## src/bsm_pkg.sv

```systemverilog
// Shared types and constants for the 3x3 box smoothing block.
// No dependencies; imported by the datapath, controller, divider and top level.
package bsm_pkg;

  localparam int PIX_W    = 8;   // pixel and result intensity
  localparam int POS_W    = 4;   // row and column fields of a result
  localparam int SIZE_W   = 5;   // image_size register
  localparam int MIN_SIDE = 2;
  localparam int CS_W     = 10;  // one column of up to three pixels
  localparam int SUM_W    = 12;  // up to nine pixels
  localparam int CNT_W    = 4;   // pixel count: 4, 6 or 9
  localparam int DIVD_W   = SUM_W + 1;   // 2*sum + count
  localparam int DIVS_W   = CNT_W + 1;   // 2*count
  localparam int REC_W    = 18;  // scaled reciprocal of 2*count
  localparam int REC_SHIFT = 20; // reciprocal scale, exact for any 13-bit dividend
  localparam int NUM_BUFS = 3;   // rotating line buffers
  localparam int ROT_W    = 2;

  // Controller to datapath commands.
  typedef struct packed {
    logic load;         // take the accepted pixel, write it to the current row
    logic advance;      // step the input position, rotate rows at row end
    logic shift;        // push a new column sum into the window
    logic edge_clr;     // next mean is centered one column back
    logic edge_set;     // next mean is centered on the newest column
    logic div_start;    // launch the divider on the selected window
    logic out_load;     // capture quotient and position into the output register
    logic scan_next;    // step the flush scan column
    logic flush_start;  // begin scanning the final row
  } cmd_t;

  // Datapath to controller status.
  typedef struct packed {
    logic row_zero;
    logic scol_zero;
    logic scol_last;
    logic last_pixel;
    logic flush;
    logic edge_mode;
    logic div_busy;
  } status_t;

  // Pixel count of a neighborhood from its row and column extents.
  function automatic logic [CNT_W-1:0] box_count(input logic three_rows,
                                                 input logic three_cols);
    logic [CNT_W-1:0] cnt;
    case ({three_rows, three_cols})
      2'b00:   cnt = CNT_W'(4);
      2'b01:   cnt = CNT_W'(6);
      2'b10:   cnt = CNT_W'(6);
      2'b11:   cnt = CNT_W'(9);
      default: cnt = CNT_W'(9);
    endcase
    return cnt;
  endfunction

endpackage

```

## src/bsm_ram.sv

```systemverilog
// Generic single-write, single-read RAM with registered read data.
// No dependencies.
module bsm_ram #(
  parameter int WIDTH = 8,
  parameter int DEPTH = 16
) (
  input  logic                     clk,
  input  logic                     we,
  input  logic [$clog2(DEPTH)-1:0] waddr,
  input  logic [WIDTH-1:0]         wdata,
  input  logic [$clog2(DEPTH)-1:0] raddr,
  output logic [WIDTH-1:0]         rdata
);

  logic [WIDTH-1:0] mem [DEPTH];

  always_ff @(posedge clk) begin
    if (we) begin
      mem[waddr] <= wdata;
    end
    rdata <= mem[raddr];
  end

endmodule

```

## src/bsm_div.sv

```systemverilog
// Mean divider: multiplies by a scaled reciprocal of 2*count; operands and quotient are registered.
// Depends on bsm_pkg.
module bsm_div
  import bsm_pkg::*;
(
  input  logic              clk,
  input  logic              rst,
  input  logic              start,
  input  logic [DIVD_W-1:0] dividend,
  input  logic [DIVS_W-1:0] divisor,
  output logic              busy,
  output logic [DIVD_W-1:0] quotient
);

  localparam int PROD_W = DIVD_W + REC_W;
  localparam int REC_8  = ((1 << REC_SHIFT) + 7) / 8;
  localparam int REC_12 = ((1 << REC_SHIFT) + 11) / 12;
  localparam int REC_18 = ((1 << REC_SHIFT) + 17) / 18;

  logic [DIVD_W-1:0] dvd;
  logic [REC_W-1:0]  recip;
  logic [PROD_W-1:0] product;

  assign product = PROD_W'(dvd) * PROD_W'(recip);

  always_ff @(posedge clk) begin
    if (rst) begin
      busy <= 1'b0;
    end else begin
      busy <= start;
    end
  end

  // Latch the operands, then take the scaled product in the following cycle.
  always_ff @(posedge clk) begin
    if (start) begin
      dvd <= dividend;
      case (divisor)
        DIVS_W'(8):  recip <= REC_W'(REC_8);
        DIVS_W'(12): recip <= REC_W'(REC_12);
        default:     recip <= REC_W'(REC_18);
      endcase
    end
    if (busy) begin
      quotient <= DIVD_W'(product >> REC_SHIFT);
    end
  end

endmodule

```

## src/bsm_dp.sv

```systemverilog
// Datapath: line buffers, position counters, column-sum window, divider, output register.
// Depends on bsm_pkg, bsm_ram and bsm_div.
module bsm_dp
  import bsm_pkg::*;
#(
  parameter int MAX_SIDE = 16
) (
  input  logic              clk,
  input  logic              rst,
  input  logic              cfg_write,
  input  logic [SIZE_W-1:0] image_size,
  input  logic [PIX_W-1:0]  pixel,
  input  cmd_t              cmd,
  output status_t           status,
  output logic [PIX_W-1:0]  smoothed,
  output logic [POS_W-1:0]  out_row,
  output logic [POS_W-1:0]  out_col,
  output logic              last_of_run,
  output logic              frame_done
);

  localparam int CW         = $clog2(MAX_SIDE);
  localparam int RESET_SIDE = (MAX_SIDE < 16) ? MAX_SIDE : 16;

  logic [CW-1:0]    side_m1;
  logic [CW-1:0]    row;
  logic [CW-1:0]    col;
  logic [CW-1:0]    scol;
  logic [ROT_W-1:0] rot;
  logic             flush;
  logic             edge_sel;
  logic [CS_W-1:0]  w0, w1, w2;

  logic [31:0]       nm1_w;
  logic [PIX_W-1:0]  ram_q [NUM_BUFS];
  logic [PIX_W-1:0]  older, recent, current;
  logic              use_older;
  logic              three_cols;
  logic [CS_W-1:0]   colsum;
  logic [SUM_W-1:0]  box_sum;
  logic [CNT_W-1:0]  cnt;
  logic [DIVD_W-1:0] dividend;
  logic [DIVD_W-1:0] quotient;
  logic              div_busy;
  logic              last_pixel;
  logic              scol_last;

  // Clamp the configured side and keep it as side minus one.
  always_comb begin
    if (image_size < SIZE_W'(MIN_SIDE)) begin
      nm1_w = 32'd1;
    end else if (32'(image_size) > MAX_SIDE) begin
      nm1_w = 32'(MAX_SIDE - 1);
    end else begin
      nm1_w = 32'(image_size) - 32'd1;
    end
  end

  for (genvar k = 0; k < NUM_BUFS; k++) begin : g_buf
    bsm_ram #(
      .WIDTH(PIX_W),
      .DEPTH(MAX_SIDE)
    ) u_ram (
      .clk  (clk),
      .we   (cmd.load && (rot == ROT_W'(k))),
      .waddr(col),
      .wdata(pixel),
      .raddr(scol),
      .rdata(ram_q[k])
    );
  end

  // Role of each buffer follows the rotation index.
  always_comb begin
    case (rot)
      ROT_W'(0): begin
        current = ram_q[0]; older = ram_q[1]; recent = ram_q[2];
      end
      ROT_W'(1): begin
        current = ram_q[1]; older = ram_q[2]; recent = ram_q[0];
      end
      default: begin
        current = ram_q[2]; older = ram_q[0]; recent = ram_q[1];
      end
    endcase
  end

  assign use_older  = !flush && (row > CW'(1));
  assign colsum     = CS_W'(use_older ? older : '0) + CS_W'(recent) + CS_W'(current);
  assign three_cols = !edge_sel && (scol > CW'(1));
  assign box_sum    = SUM_W'(w0) + SUM_W'(w1) + SUM_W'(three_cols ? w2 : '0);
  assign cnt        = box_count(use_older, three_cols);
  assign dividend   = DIVD_W'({box_sum, 1'b0}) + DIVD_W'(cnt);
  assign last_pixel = (row == side_m1) && (col == side_m1);
  assign scol_last  = (scol == side_m1);

  bsm_div u_div (
    .clk     (clk),
    .rst     (rst),
    .start   (cmd.div_start),
    .dividend(dividend),
    .divisor ({cnt, 1'b0}),
    .busy    (div_busy),
    .quotient(quotient)
  );

  always_ff @(posedge clk) begin
    if (rst) begin
      side_m1  <= CW'(RESET_SIDE - 1);
      row      <= '0;
      col      <= '0;
      scol     <= '0;
      rot      <= '0;
      flush    <= 1'b0;
      edge_sel <= 1'b0;
    end else begin
      if (cmd.load) begin
        scol <= col;
      end
      if (cmd.flush_start) begin
        flush <= 1'b1;
        scol  <= '0;
      end
      if (cmd.scan_next) begin
        scol <= scol + CW'(1);
      end
      if (cmd.edge_clr) begin
        edge_sel <= 1'b0;
      end
      if (cmd.edge_set) begin
        edge_sel <= 1'b1;
      end
      if (cmd.advance) begin
        flush <= 1'b0;
        if (col == side_m1) begin
          col <= '0;
          rot <= (rot == ROT_W'(NUM_BUFS - 1)) ? '0 : rot + ROT_W'(1);
          row <= (row == side_m1) ? '0 : row + CW'(1);
        end else begin
          col <= col + CW'(1);
        end
      end
      if (cfg_write) begin
        side_m1 <= nm1_w[CW-1:0];
        row     <= '0;
        col     <= '0;
      end
    end
  end

  always_ff @(posedge clk) begin
    if (cmd.shift) begin
      w2 <= w1;
      w1 <= w0;
      w0 <= colsum;
    end
    if (cmd.out_load) begin
      smoothed    <= quotient[PIX_W-1:0];
      out_row     <= POS_W'(flush ? side_m1 : row - CW'(1));
      out_col     <= POS_W'(edge_sel ? scol : scol - CW'(1));
      last_of_run <= edge_sel ? (flush || !last_pixel) : (!flush && !scol_last);
      frame_done  <= flush && edge_sel;
    end
  end

  assign status.row_zero   = (row == '0);
  assign status.scol_zero  = (scol == '0);
  assign status.scol_last  = scol_last;
  assign status.last_pixel = last_pixel;
  assign status.flush      = flush;
  assign status.edge_mode  = edge_sel;
  assign status.div_busy   = div_busy;

endmodule

```

## src/bsm_ctrl.sv

```systemverilog
// Controller state machine: sequences reads, window shifts, divisions and result handoff.
// Depends on bsm_pkg.
module bsm_ctrl
  import bsm_pkg::*;
(
  input  logic    clk,
  input  logic    rst,
  input  logic    in_valid,
  output logic    in_stall,
  output logic    out_valid,
  input  logic    out_stall,
  input  status_t status,
  output cmd_t    cmd
);

  typedef enum logic [2:0] {
    S_IDLE,
    S_READ,
    S_SUM,
    S_START,
    S_WAIT,
    S_OUT,
    S_NEXT
  } state_t;

  state_t state, state_next;
  logic   out_valid_next;

  assign in_stall = (state != S_IDLE);

  always_comb begin
    cmd            = '0;
    state_next     = state;
    out_valid_next = out_valid;
    case (state)
      S_IDLE: begin
        if (in_valid) begin
          cmd.load = 1'b1;
          if (status.row_zero) begin
            cmd.advance = 1'b1;
          end else begin
            state_next = S_READ;
          end
        end
      end
      S_READ: begin
        state_next = S_SUM;
      end
      S_SUM: begin
        cmd.shift    = 1'b1;
        cmd.edge_clr = 1'b1;
        state_next   = status.scol_zero ? S_NEXT : S_START;
      end
      S_START: begin
        cmd.div_start = 1'b1;
        state_next    = S_WAIT;
      end
      S_WAIT: begin
        if (!status.div_busy) begin
          cmd.out_load   = 1'b1;
          out_valid_next = 1'b1;
          state_next     = S_OUT;
        end
      end
      S_OUT: begin
        if (!out_stall) begin
          out_valid_next = 1'b0;
          if (!status.edge_mode && status.scol_last) begin
            cmd.edge_set = 1'b1;
            state_next   = S_START;
          end else begin
            state_next = S_NEXT;
          end
        end
      end
      S_NEXT: begin
        if (status.flush) begin
          if (status.scol_last) begin
            cmd.advance = 1'b1;
            state_next  = S_IDLE;
          end else begin
            cmd.scan_next = 1'b1;
            state_next    = S_READ;
          end
        end else if (status.last_pixel) begin
          cmd.flush_start = 1'b1;
          state_next      = S_READ;
        end else begin
          cmd.advance = 1'b1;
          state_next  = S_IDLE;
        end
      end
      default: begin
        state_next = S_IDLE;
      end
    endcase
  end

  always_ff @(posedge clk) begin
    if (rst) begin
      state     <= S_IDLE;
      out_valid <= 1'b0;
    end else begin
      state     <= state_next;
      out_valid <= out_valid_next;
    end
  end

endmodule

```

## src/box_smoothing_3x3_edge_mean.sv

```systemverilog
// Top level of the 3x3 box smoothing block: controller plus datapath.
// Depends on bsm_pkg, bsm_ctrl and bsm_dp (which holds bsm_ram and bsm_div).
//
//  channel   | handshake               | payload
//  ----------+-------------------------+------------------------------------------------
//  config    | cfg_write               | image_size
//  input     | in_valid / in_stall     | pixel
//  output    | out_valid / out_stall   | smoothed, out_row, out_col, last_of_run,
//            |                         | frame_done
//
// A pixel of the first row is only stored. Any other pixel passes through accept,
// read, sum and next, plus, per result it causes, start, a wait on the reciprocal
// divider, and presenting the result.
// The last pixel of a frame adds a scan of the final row: read, sum and next per
// column plus the result steps. rst is synchronous and active high; it sets
// image_size to 16 and the position to zero. A stalled result holds the block,
// and no new request is taken until the result is delivered.
module box_smoothing_3x3_edge_mean
  import bsm_pkg::*;
#(
  parameter int MAX_SIDE = 16
) (
  input  logic              clk,
  input  logic              rst,
  input  logic              cfg_write,
  input  logic [SIZE_W-1:0] image_size,
  input  logic              in_valid,
  output logic              in_stall,
  input  logic [PIX_W-1:0]  pixel,
  output logic              out_valid,
  input  logic              out_stall,
  output logic [PIX_W-1:0]  smoothed,
  output logic [POS_W-1:0]  out_row,
  output logic [POS_W-1:0]  out_col,
  output logic              last_of_run,
  output logic              frame_done
);

  // Commands drive the datapath one step at a time; status reports position
  // flags (first row, scan column at either end, last pixel), the flush mode,
  // which column the next mean is centered on, and whether the divider runs.
  cmd_t    cmd;
  status_t status;

  // Controller: accept a request, read the three line buffers at the scan
  // column, push the column sum, then for each result run the divider and
  // hold the result until the output side takes it.
  bsm_ctrl u_ctrl (
    .clk      (clk),
    .rst      (rst),
    .in_valid (in_valid),
    .in_stall (in_stall),
    .out_valid(out_valid),
    .out_stall(out_stall),
    .status   (status),
    .cmd      (cmd)
  );

  // Datapath: three rotating line buffers (current, recent, older row), a
  // three-column sum window, the mean divider and the output register.
  // Rows rotate by index, so no buffer copy happens at a row end.
  bsm_dp #(
    .MAX_SIDE(MAX_SIDE)
  ) u_dp (
    .clk        (clk),
    .rst        (rst),
    .cfg_write  (cfg_write),
    .image_size (image_size),
    .pixel      (pixel),
    .cmd        (cmd),
    .status     (status),
    .smoothed   (smoothed),
    .out_row    (out_row),
    .out_col    (out_col),
    .last_of_run(last_of_run),
    .frame_done (frame_done)
  );

`ifndef NO_ASSERTIONS
  // A waiting result always holds off new requests.
  a_result_blocks_input: assert property (@(posedge clk) disable iff (rst)
    out_valid |-> in_stall)
    else $error("input not stalled while a result is pending");

  // The end of a frame is always the end of that request's results.
  a_frame_done_is_last: assert property (@(posedge clk) disable iff (rst)
    (out_valid && frame_done) |-> last_of_run)
    else $error("frame_done without last_of_run");

  // Each result goes back through the divider, so two never follow back to back.
  a_result_gap: assert property (@(posedge clk) disable iff (rst)
    (out_valid && !out_stall) |=> !out_valid)
    else $error("result presented in the cycle after a delivery");
`endif

endmodule

```

## config.mk

```make
export PLATFORM = sky130hd
export DESIGN_NAME = box_smoothing_3x3_edge_mean
export DESIGN_NICKNAME = d
export VERILOG_FILES = /design/src/bsm_pkg.sv /design/src/bsm_ram.sv /design/src/bsm_div.sv /design/src/bsm_dp.sv /design/src/bsm_ctrl.sv /design/src/box_smoothing_3x3_edge_mean.sv
export SDC_FILE = /design/constraint.sdc
export NUM_CORES = 1
export LEC_CHECK = 0
export BUFFER_PORTS_ARGS = -buffer_cell sky130_fd_sc_hd__buf_2
export CORE_MARGIN = 3
export CORE_UTILIZATION = 45
export DETAILED_ROUTE_END_ITERATION = 8
export PLACE_DENSITY = 0.66
export SLEW_MARGIN = 20
export SYNTH_ARGS = -nofsm -noshare
export SYNTH_HDL_FRONTEND = slang
export SYNTH_HIERARCHICAL = 1
export SYNTH_SLANG_ARGS = --single-unit
```

## constraint.sdc

```tcl
create_clock -name clk -period 7.2 [get_ports clk]
set_clock_uncertainty 0.1 [all_clocks]
set_input_delay 0.72 -clock clk [delete_from_list [all_inputs] [get_ports clk]]
set_output_delay 0.72 -clock clk [all_outputs]
set_load 0.05 [all_outputs]
```

* Word-level counts from Yosys, hierarchy flattened
Memories as Yosys holds them, arrays and structs flattened. A register that Yosys moved wholly into a read port is not among the register bits. Index checks and enable logic that the tools add are counted.
Storage, ports and cells: memory bits (writable) 384, register bits after elaboration 112, memories kept 3
Operators by class: $lt $le $gt $ge 4, eq/ne operators 20, multiplexer cells 58, add/subtract/negate cells 12, reductions and logical operators 29, multipliers 1
Memories:
- u_dp.g_buf[0].u_ram.mem | depth 16, width 8, read ports 1, clocked after Yosys merged registers in 1, write ports 1, RTL line bsm_ram.sv:15 | logic [WIDTH-1:0] mem [DEPTH];
- u_dp.g_buf[1].u_ram.mem | depth 16, width 8, read ports 1, clocked after Yosys merged registers in 1, write ports 1, RTL line bsm_ram.sv:15
- u_dp.g_buf[2].u_ram.mem | depth 16, width 8, read ports 1, clocked after Yosys merged registers in 1, write ports 1, RTL line bsm_ram.sv:15
Operators with widths (count):
- 8-bit case mux with 2 select lines | 3
- 4-bit 2-to-1 mux | 9
- 18-bit case mux with 2 select lines | 1
- 1-bit 2-to-1 mux | 29
- 13-bit by 18-bit multiplier with 28-bit output | 1
- 3-bit case mux with 7 select lines | 1
- 10-bit by 8-bit adder with 10-bit output | 2
- 3-bit 2-to-1 mux | 6
- 13-bit by 4-bit adder with 13-bit output | 1
- 12-bit adder | 1
- 4-bit by 1-bit adder with 4-bit output (second input constant) | 3
- 4-bit == test | 3
- 4-bit case mux with 3 select lines | 1
- 4-bit by 1-bit subtractor with 4-bit output (second input constant) | 3
- 10-bit by 10-bit adder with 11-bit output | 1
- 10-bit 2-to-1 mux | 1
- 3-bit == test (second input constant) | 3
- 1-bit logical AND | 9
- 4-bit by 3-bit == test with 1-bit output (second input constant) | 2
- 4-bit by 1-bit greater-than comparator with 1-bit output (second input constant) | 2
- 4-bit logical NOT | 2
- 2-bit 2-to-1 mux | 4
- 8-bit 2-to-1 mux | 1
- 2-bit != test (second input constant) | 4
- other kinds (18) | 31

* Longest topological paths before layout
Gate-level depths: netlist (run 1).
word-level depth 7, depth in mapped cells 20

* Hierarchy
The synthesis (run 1) kept the hierarchy.
Modules (own cells, without submodules):
- bsm_ram | area each 5147.4 um^2, cells each 229, times used 3, seq. area each 4003.8 um^2
- bsm_div | area each 6402.4 um^2, cells each 665, times used 1, seq. area each 860.8 um^2
- bsm_dp | area each 5099.9 um^2, cells each 536, times used 1, seq. area each 1841.8 um^2
- bsm_ctrl | area each 364.1 um^2, cells each 50, times used 1, seq. area each 80.1 um^2

* Worst setup path before layout (run 1)
No wires, ideal clock.
path kind flip-flop to flip-flop, start point register u_dp.u_div.recip[15], end point register u_dp.u_div.quotient[7], data pin, slack 1.468 ns, cell stages (with the launch flop) 20, library setup time 0.265 ns, arrival 5.366 ns, cells stage by stage edfxtp_1 -> clkbuf_1 -> nand2_1 -> xor2_1 -> ha_1 -> fa_1 -> inv_1 -> fa_1 -> inv_1 -> fa_1 -> inv_1 -> fa_1 -> inv_1 -> ha_1 -> nand2_1 -> or3_4 -> a2111o_1 -> a21o_1 -> and3_1 -> or3_1
Between the ends: longest elaborated chain between the ends 1
Ends and longest elaborated chain:
- start: declaration | RTL line bsm_div.sv:21 | logic [REC_W-1:0] recip;
- start signal: assignment | RTL line bsm_div.sv:39 | DIVS_W'(8): recip <= REC_W'(REC_8);
- start signal: assignment | RTL line bsm_div.sv:40 | DIVS_W'(12): recip <= REC_W'(REC_12);
- start signal: assignment | RTL line bsm_div.sv:41 | default: recip <= REC_W'(REC_18);
- 13-bit by 18-bit multiplier with 28-bit output | RTL line bsm_div.sv:24 | assign product = PROD_W'(dvd) * PROD_W'(recip);
- via u_dp.u_div.product[27] | RTL line bsm_div.sv:22 | logic [PROD_W-1:0] product;
- end signal: assignment | RTL line bsm_div.sv:45 | quotient <= DIVD_W'(product >> REC_SHIFT);
- end: declaration | RTL line bsm_div.sv:12 | output logic [DIVD_W-1:0] quotient
The timed path passes the listed nets, and every way through them passes these cells. A chain may end at the register's enable or synchronous reset.

* Final worst setup path (run 1)
start point register u_dp.u_div.recip[14], end point register u_dp.u_div.quotient[7], data pin
The elaborated chain is that of the path after synthesis.

==> flow_metrics.env, run 1 <==
export IMPL_cts_inserted_buffers=52
export IMPL_crit_chain="and2_1 -> inv_1 -> fa_1 -> inv_1 -> fa_1 -> inv_1 -> fa_1 -> inv_1 -> fa_1 -> inv_1 -> fa_1 -> inv_1 -> ha_1 -> nand2_1 -> or3_4 -> a2111o_1 -> a21o_1 -> and3_1 -> or3_1"
export IMPL_finalCritPeriodShare_pct=85.8
export IMPL_syn_avg_cell_area_um2=14.3
export IMPL_pin_count=38
export IMPL_dp_hpwl_um=38900
export IMPL_crit_buf_inv=6
export IMPL_max_stage_delay_ps=680
export IMPL_grt_max_degree=64
export IMPL_ctsHoldBuffers=0
export IMPL_place_ws_ps=1000
export IMPL_syn_instance_count=1882
export IMPL_slew_limit_headroom_pct=34.2
export IMPL_r2r_slack_ps=1020
export IMPL_cts_tree="yes"
export IMPL_path_clk_slew_ps=60
export IMPL_grt_pass1_vias=15400
export IMPL_max_cap_violations=0
export IMPL_finalHoldViolCount=0
export IMPL_areaGrowthSynthToFinish_pct=9.54
export IMPL_utilization_pct=50.3
export IMPL_overflow=0
export IMPL_total_power_mw=8.59
export IMPL_cts_buffer_depth=3
export IMPL_drt_wl_total_um=55700
export IMPL_dr_pass1_iters=5
export IMPL_fp_row_count=88
export IMPL_worst_pin_slew_ps=983
export IMPL_critPathTopFamily="adder cells"
export IMPL_fin_crit_ps=6180
export IMPL_setup_viol=0
export IMPL_gp_congestion=0.896
export IMPL_status="finished clean"
export IMPL_rsz0062_at_grt="no"
export IMPL_p_leak_nw=10.9
export IMPL_critPathLaunchType="register"
export IMPL_vdd_drop_max_mv=0.277
export IMPL_die_area_um2=62600
export IMPL_post_drt_wl_per_cell_um=20.4
export IMPL_worstSetupEndpointType="register"
export IMPL_design_core_area_um2=58400
export IMPL_antenna_left=0
export IMPL_critPathKind="register to register"
export IMPL_antenna_found_initial=0
export IMPL_cts_htree_levels=2
export IMPL_slowest_stage="edfxtp_1"
export IMPL_report_final_slew_viol_count=0
export IMPL_ctsResizeCount=0
export IMPL_insertion_delay_ps=630
export IMPL_cellPowerDensity_nw_per_um2=292
export IMPL_initial_core_util_pct=46.0
export IMPL_drive_gt1_share_pct=11.4
export IMPL_route_vias_total=14900
export IMPL_grt_pass1_wl_um=87000
export IMPL_drt_vias_per_instance=5.46
export IMPL_fmax_ghz=0.162
export IMPL_critPathRequiredTime_ps=7440
export IMPL_fin_ws_ps=1020
export IMPL_postPlaceCellArea_um2=27700
export IMPL_drc=0
export IMPL_crit_fanout=16
export IMPL_cts_root_buf="clkbuf_16"
export IMPL_min_path_type="register to register"
export IMPL_num_nets_final=2184
export IMPL_fin_area_um2=29400
export IMPL_netlist_area_um2=26800
export IMPL_cpMostUsedCell="inv_1"
export IMPL_die_w_um=250
export IMPL_grt_total_usage_pct=17.9
export IMPL_clock_sinks=506
export IMPL_synth_nets=2149
export IMPL_crit_arrival_ps=6420
export IMPL_finalSetupTns_ps=0
export IMPL_die_y_um=250
export IMPL_io_buffers=37
export IMPL_ys_warn_count=6
export IMPL_drtIter0Drc=989
export IMPL_postCtsSetupRepairBufs=0
==> cell usage in the layout (no fill, tap or decap), types with 7 or more instances in the layout <==
| cell type | count |
|---|---|
| buf_2 | 37 |
| mux4_1 | 42 |
| nand2b_1 | 16 |
| inv_1 | 248 |
| nand4_1 | 7 |
| clkinv_2 | 10 |
| xor2_1 | 21 |
| a211oi_1 | 10 |
| o21bai_1 | 7 |
| a21o_1 | 7 |
| a21oi_1 | 57 |
| clkbuf_16 | 53 |
| nor3_1 | 31 |
| xnor2_1 | 30 |
| and2_1 | 48 |
| buf_4 | 23 |
| ha_1 | 114 |
| nand3_1 | 18 |
| dfxtp_1 | 47 |
| a211o_1 | 7 |
| mux2i_1 | 31 |
| nand2_1 | 102 |
| mux4_2 | 54 |
| a22oi_1 | 49 |
| fa_1 | 135 |
| clkinv_1 | 12 |
| edfxtp_1 | 457 |
| nor2b_1 | 15 |
| nor2_1 | 108 |
| o21ai_0 | 40 |
==> where the power goes <==
group / switching (mW) / internal [mW] / leakage (nW)
Combinational: 1.46 / 0.978 / 5.52
Clock: 1.16 / 1.49 / 0.830
Sequential: 0.0923 / 3.41 / 4.50
==> cell type report <==
| cell class | instances | area (um^2) |
|---|---|---|
| sequential | 506 | 14700 |
| clock inverter | 36 | 333 |
| multi-input combinational | 1049 | 10700 |
| tap | 765 | 957 |
| inverter | 248 | 931 |
| timing repair buffer | 60 | 358 |
| antenna | 1 | 2.50 |
| fill | 4920 | 29000 |
| clock buffer | 61 | 1380 |
==> flip-flops by register name, indices dropped and copies added (netlist names), 2 cells and up <==
| register | flops |
|---|---|
| u_dp/side_m1 | 4 |
| u_dp/u_div/quotient | 8 |
| u_dp/smoothed | 8 |
| u_dp/u_div/recip | 4 |
| u_dp/out_col | 4 |
| u_dp/scol | 4 |
| u_dp/out_row | 4 |
| u_dp/w0 | 10 |
| u_dp/g_buf.u_ram/rdata | 24 |
| u_dp/g_buf.u_ram/mem | 384 |
| u_dp/col | 4 |
| u_dp/row | 4 |
| u_dp/w2 | 10 |
| u_ctrl/state | 3 |
| u_dp/rot | 2 |
| u_dp/w1 | 10 |
| u_dp/u_div/dvd | 13 |
==> through the flow <==
stage	instances	hold slack (ps)
global placement	2628	302
global route	2725	319
CTS	2725	291
floorplan	1882	300
finish	2726	321
detailed placement	2628	308
==> final timing paths <==
check,startpoint,endpoint,cells after the start
setup / recovery,u_dp/u_div/recip[14],u_dp/u_div/quotient[7],19
hold / removal,u_dp/u_div/quotient[6],u_dp/smoothed[6],0
setup reg to reg,u_dp/u_div/recip[14],u_dp/u_div/quotient[7],19
hold reg to reg,u_dp/u_div/quotient[6],u_dp/smoothed[6],0
==> worst register-to-register path: stages (launching register included) <==
cell and delay, ps:
edfxtp_1 680, and2_1 270, inv_1 80, fa_1 530, inv_1 70, fa_1 510
inv_1 80, fa_1 530, inv_1 60, fa_1 520, inv_1 60, fa_1 540
inv_1 50, ha_1 340, nand2_1 70, or3_4 390, a2111o_1 380, a21o_1 160
and3_1 150, or3_1 350
==> routing by layer <==
layer  vias to the layer above  share of wire [%]  GRT usage, %
li1                       6884                  -             -
met1                      7575                 42          23.5
met2                       329                 50          30.2
met3                        95                4.7          3.25
met4                         0                3.2          5.93
met5                         -                  0             0
No activity file was read; power rests on OpenSTA's default activity.
==> run 2, diff against run 1 <==
- CORE_ASPECT_RATIO: default -> 0.6
- GPL_TIMING_DRIVEN: default -> 0
==> run 2 against run 1 <==
First-iteration DRC count is 61% higher; die area is 0.15% higher; maximum frequency is 4.2% lower; setup slack worse by 270 ps; via count is 4.3% higher.
==> flow_metrics.env, run 2 (same netlist as run 1, synthesis figures left out) <==
export IMPL_crit_chain="clkbuf_1 -> nand2_1 -> xnor2_1 -> ha_1 -> inv_1 -> fa_1 -> inv_1 -> fa_1 -> fa_1 -> inv_1 -> fa_1 -> inv_1 -> ha_1 -> a21oi_1 -> o211ai_1 -> a21boi_0 -> or2_2 -> a21oi_1 -> or3_1"
export IMPL_num_nets_final=2233
export IMPL_min_path_type="register to register"
export IMPL_hold_depth=0
export IMPL_largest_reg_flops=384
export IMPL_insertion_delay_ps=570
export IMPL_max_stage_delay_ps=570
export IMPL_top_register="u_dp/g_buf.u_ram/mem"
export IMPL_cellPowerDensity_nw_per_um2=289
export IMPL_fillers=4900
export IMPL_drtIter0Drc=1592
export IMPL_critPathRequiredTime_ps=7400
export IMPL_report_final_slew_viol_count=0
export IMPL_fmax_ghz=0.155
export IMPL_rr_worst_depth=19
export IMPL_rsz0062_at_grt="no"
export IMPL_path_clk_slew_ps=60
export IMPL_cts_inserted_buffers=45
export IMPL_overflow=0
export IMPL_antenna_found_initial=0
export IMPL_postCtsSetupRepairBufs=0
export IMPL_antenna_left=0
export IMPL_finalCritPeriodShare_pct=89.6
export IMPL_post_drt_wl_per_cell_um=22.2
export IMPL_status="finished clean"
export IMPL_fp_row_count=68
export IMPL_grt_pass1_wl_um=95100
export IMPL_worstSetupEndpointType="register"
export IMPL_drt_vias_per_instance=5.60
export IMPL_ctsHoldBuffers=0
export IMPL_slew_limit_headroom_pct=32.9
export IMPL_cts_root_buf="clkbuf_16"
export IMPL_crit_fanout=10
export IMPL_final_cell_mix="457 x edfxtp_1, 248 x inv_1, 135 x fa_1, 114 x ha_1, 108 x nor2_1"
export IMPL_slowest_stage="fa_1"
export IMPL_worst_pin_slew_ps=1010
export IMPL_ctsResizeCount=0
export IMPL_p_leak_nw=10.9
export IMPL_grt_max_degree=49
export IMPL_critPathLaunch="u_dp/u_div/recip[14]"
export IMPL_setup_viol=0
export IMPL_vdd_drop_max_mv=0.227
export IMPL_fin_crit_ps=6450
export IMPL_cts_tree="yes"
export IMPL_crit_arrival_ps=6650
export IMPL_grt_total_usage_pct=20.0
export IMPL_dp_hpwl_um=44900
export IMPL_critPathKind="register to register"
export IMPL_max_cap_violations=0
export IMPL_die_y_um=195
export IMPL_utilization_pct=50.7
export IMPL_pin_count=38
export IMPL_hold_path_startpoint="u_dp/u_div/quotient[6]"
export IMPL_initial_core_util_pct=46.1
export IMPL_placedCellCount=2689
export IMPL_finalSetupTns_ps=0
export IMPL_dr_pass1_iters=5
export IMPL_r2r_start="u_dp/u_div/recip[14]"
export IMPL_io_buffers=36
export IMPL_critPathLaunchType="register"
export IMPL_drive_gt1_share_pct=11.8
export IMPL_gp_congestion=0.933
export IMPL_drt_wl_total_um=61600
export IMPL_die_w_um=321
export IMPL_clock_sinks=506
export IMPL_areaGrowthSynthToFinish_pct=10.0
export IMPL_finalHoldViolCount=0
export IMPL_drc=0
export IMPL_die_area_um2=62700
export IMPL_cts_buffer_depth=3
export IMPL_stdcell_count=2772
export IMPL_reg_top3="u_dp/g_buf.u_ram/mem: 384 flops, u_dp/g_buf.u_ram/rdata: 24 flops, u_dp/u_div/dvd: 13 flops"
export IMPL_design_core_area_um2=58200
export IMPL_cts_htree_levels=2
export IMPL_grt_pass1_vias=15500
export IMPL_mostFrequentLayoutCell="edfxtp_1"
export IMPL_route_vias_total=15500
run 2: changes by cell type in the layout (fill, tap and decap cells not counted), moves of 3 or more:
cell	change
buf_6	+11
buf_1	+3
clkdlybuf4s25_2	+9
clkbuf_16	-7
clkinv_2	-4
buf_4	-13
buf_2	+12
clkinvlp_4	-3
clkbuf_1	+35
nor3_1	-11
nor3_2	+11
dfxtp_2	+3
run 2: per-stage QoR:
| step | setup slack [ps] | instance area, um^2 | hold slack [ps] | power (mW) |
|---|---|---|---|---|
| floorplan | 1500 | 26800 | 300 | 5.42 |
| global route | 455 | 29500 | 336 | 9.03 |
| CTS | 815 | 29500 | 321 | 8.56 |
| finish | 752 | 29500 | 323 | 8.52 |
| detailed placement | 816 | 28100 | 306 | 6.11 |
| global placement | 541 | 28000 | 306 | 6.05 |
run 2: area by class of cell:
type | count | area (um^2) | area share (%)
repair buffers | 37 | 188 | 0.636
diodes | 1 | 2.50 | 0.00848
clock buffers | 55 | 1190 | 4.05
flip-flops and latches | 506 | 14700 | 49.8
plain buffers | 79 | 492 | 1.67
inverters | 248 | 931 | 3.15
well taps | 770 | 963 | 3.26
multi-input cells | 1049 | 10800 | 36.5
clock inverters | 27 | 263 | 0.890
run 2: final timing paths:
check,end,slack (ps)
max,u_dp/u_div/quotient[7],750
min,u_dp/smoothed[6],320
max reg2reg,u_dp/u_div/quotient[7],750
min reg2reg,u_dp/smoothed[6],320
run 2: worst max-delay path: cells and delay by family (launching register included):
kind / cells / cell delay, ps
compound gates: 4 / 1050
xor+xnor: 1 / 150
fa+ha+maj: 6 / 2950
buf+inv: 5 / 720
flops: 1 / 530
simple gates: 3 / 680
run 2: per-layer routing:
metal	up-vias	routed length [um]	track usage, %
met5	-	0	0
met4	0	613	2.91
met1	7855	31000	33.6
li1	6977	-	-
met2	636	23400	25.5
met3	61	6530	6.07
run 2: where the power goes:
part           leakage [nW]  total (mW)  switching [mW]  internal, mW
Sequential             4.50        3.50          0.0906          3.41
Clock                 0.714        2.43            1.06          1.36
Combinational          5.72        2.59            1.58          1.01
Total                  10.9        8.52            2.73          5.78
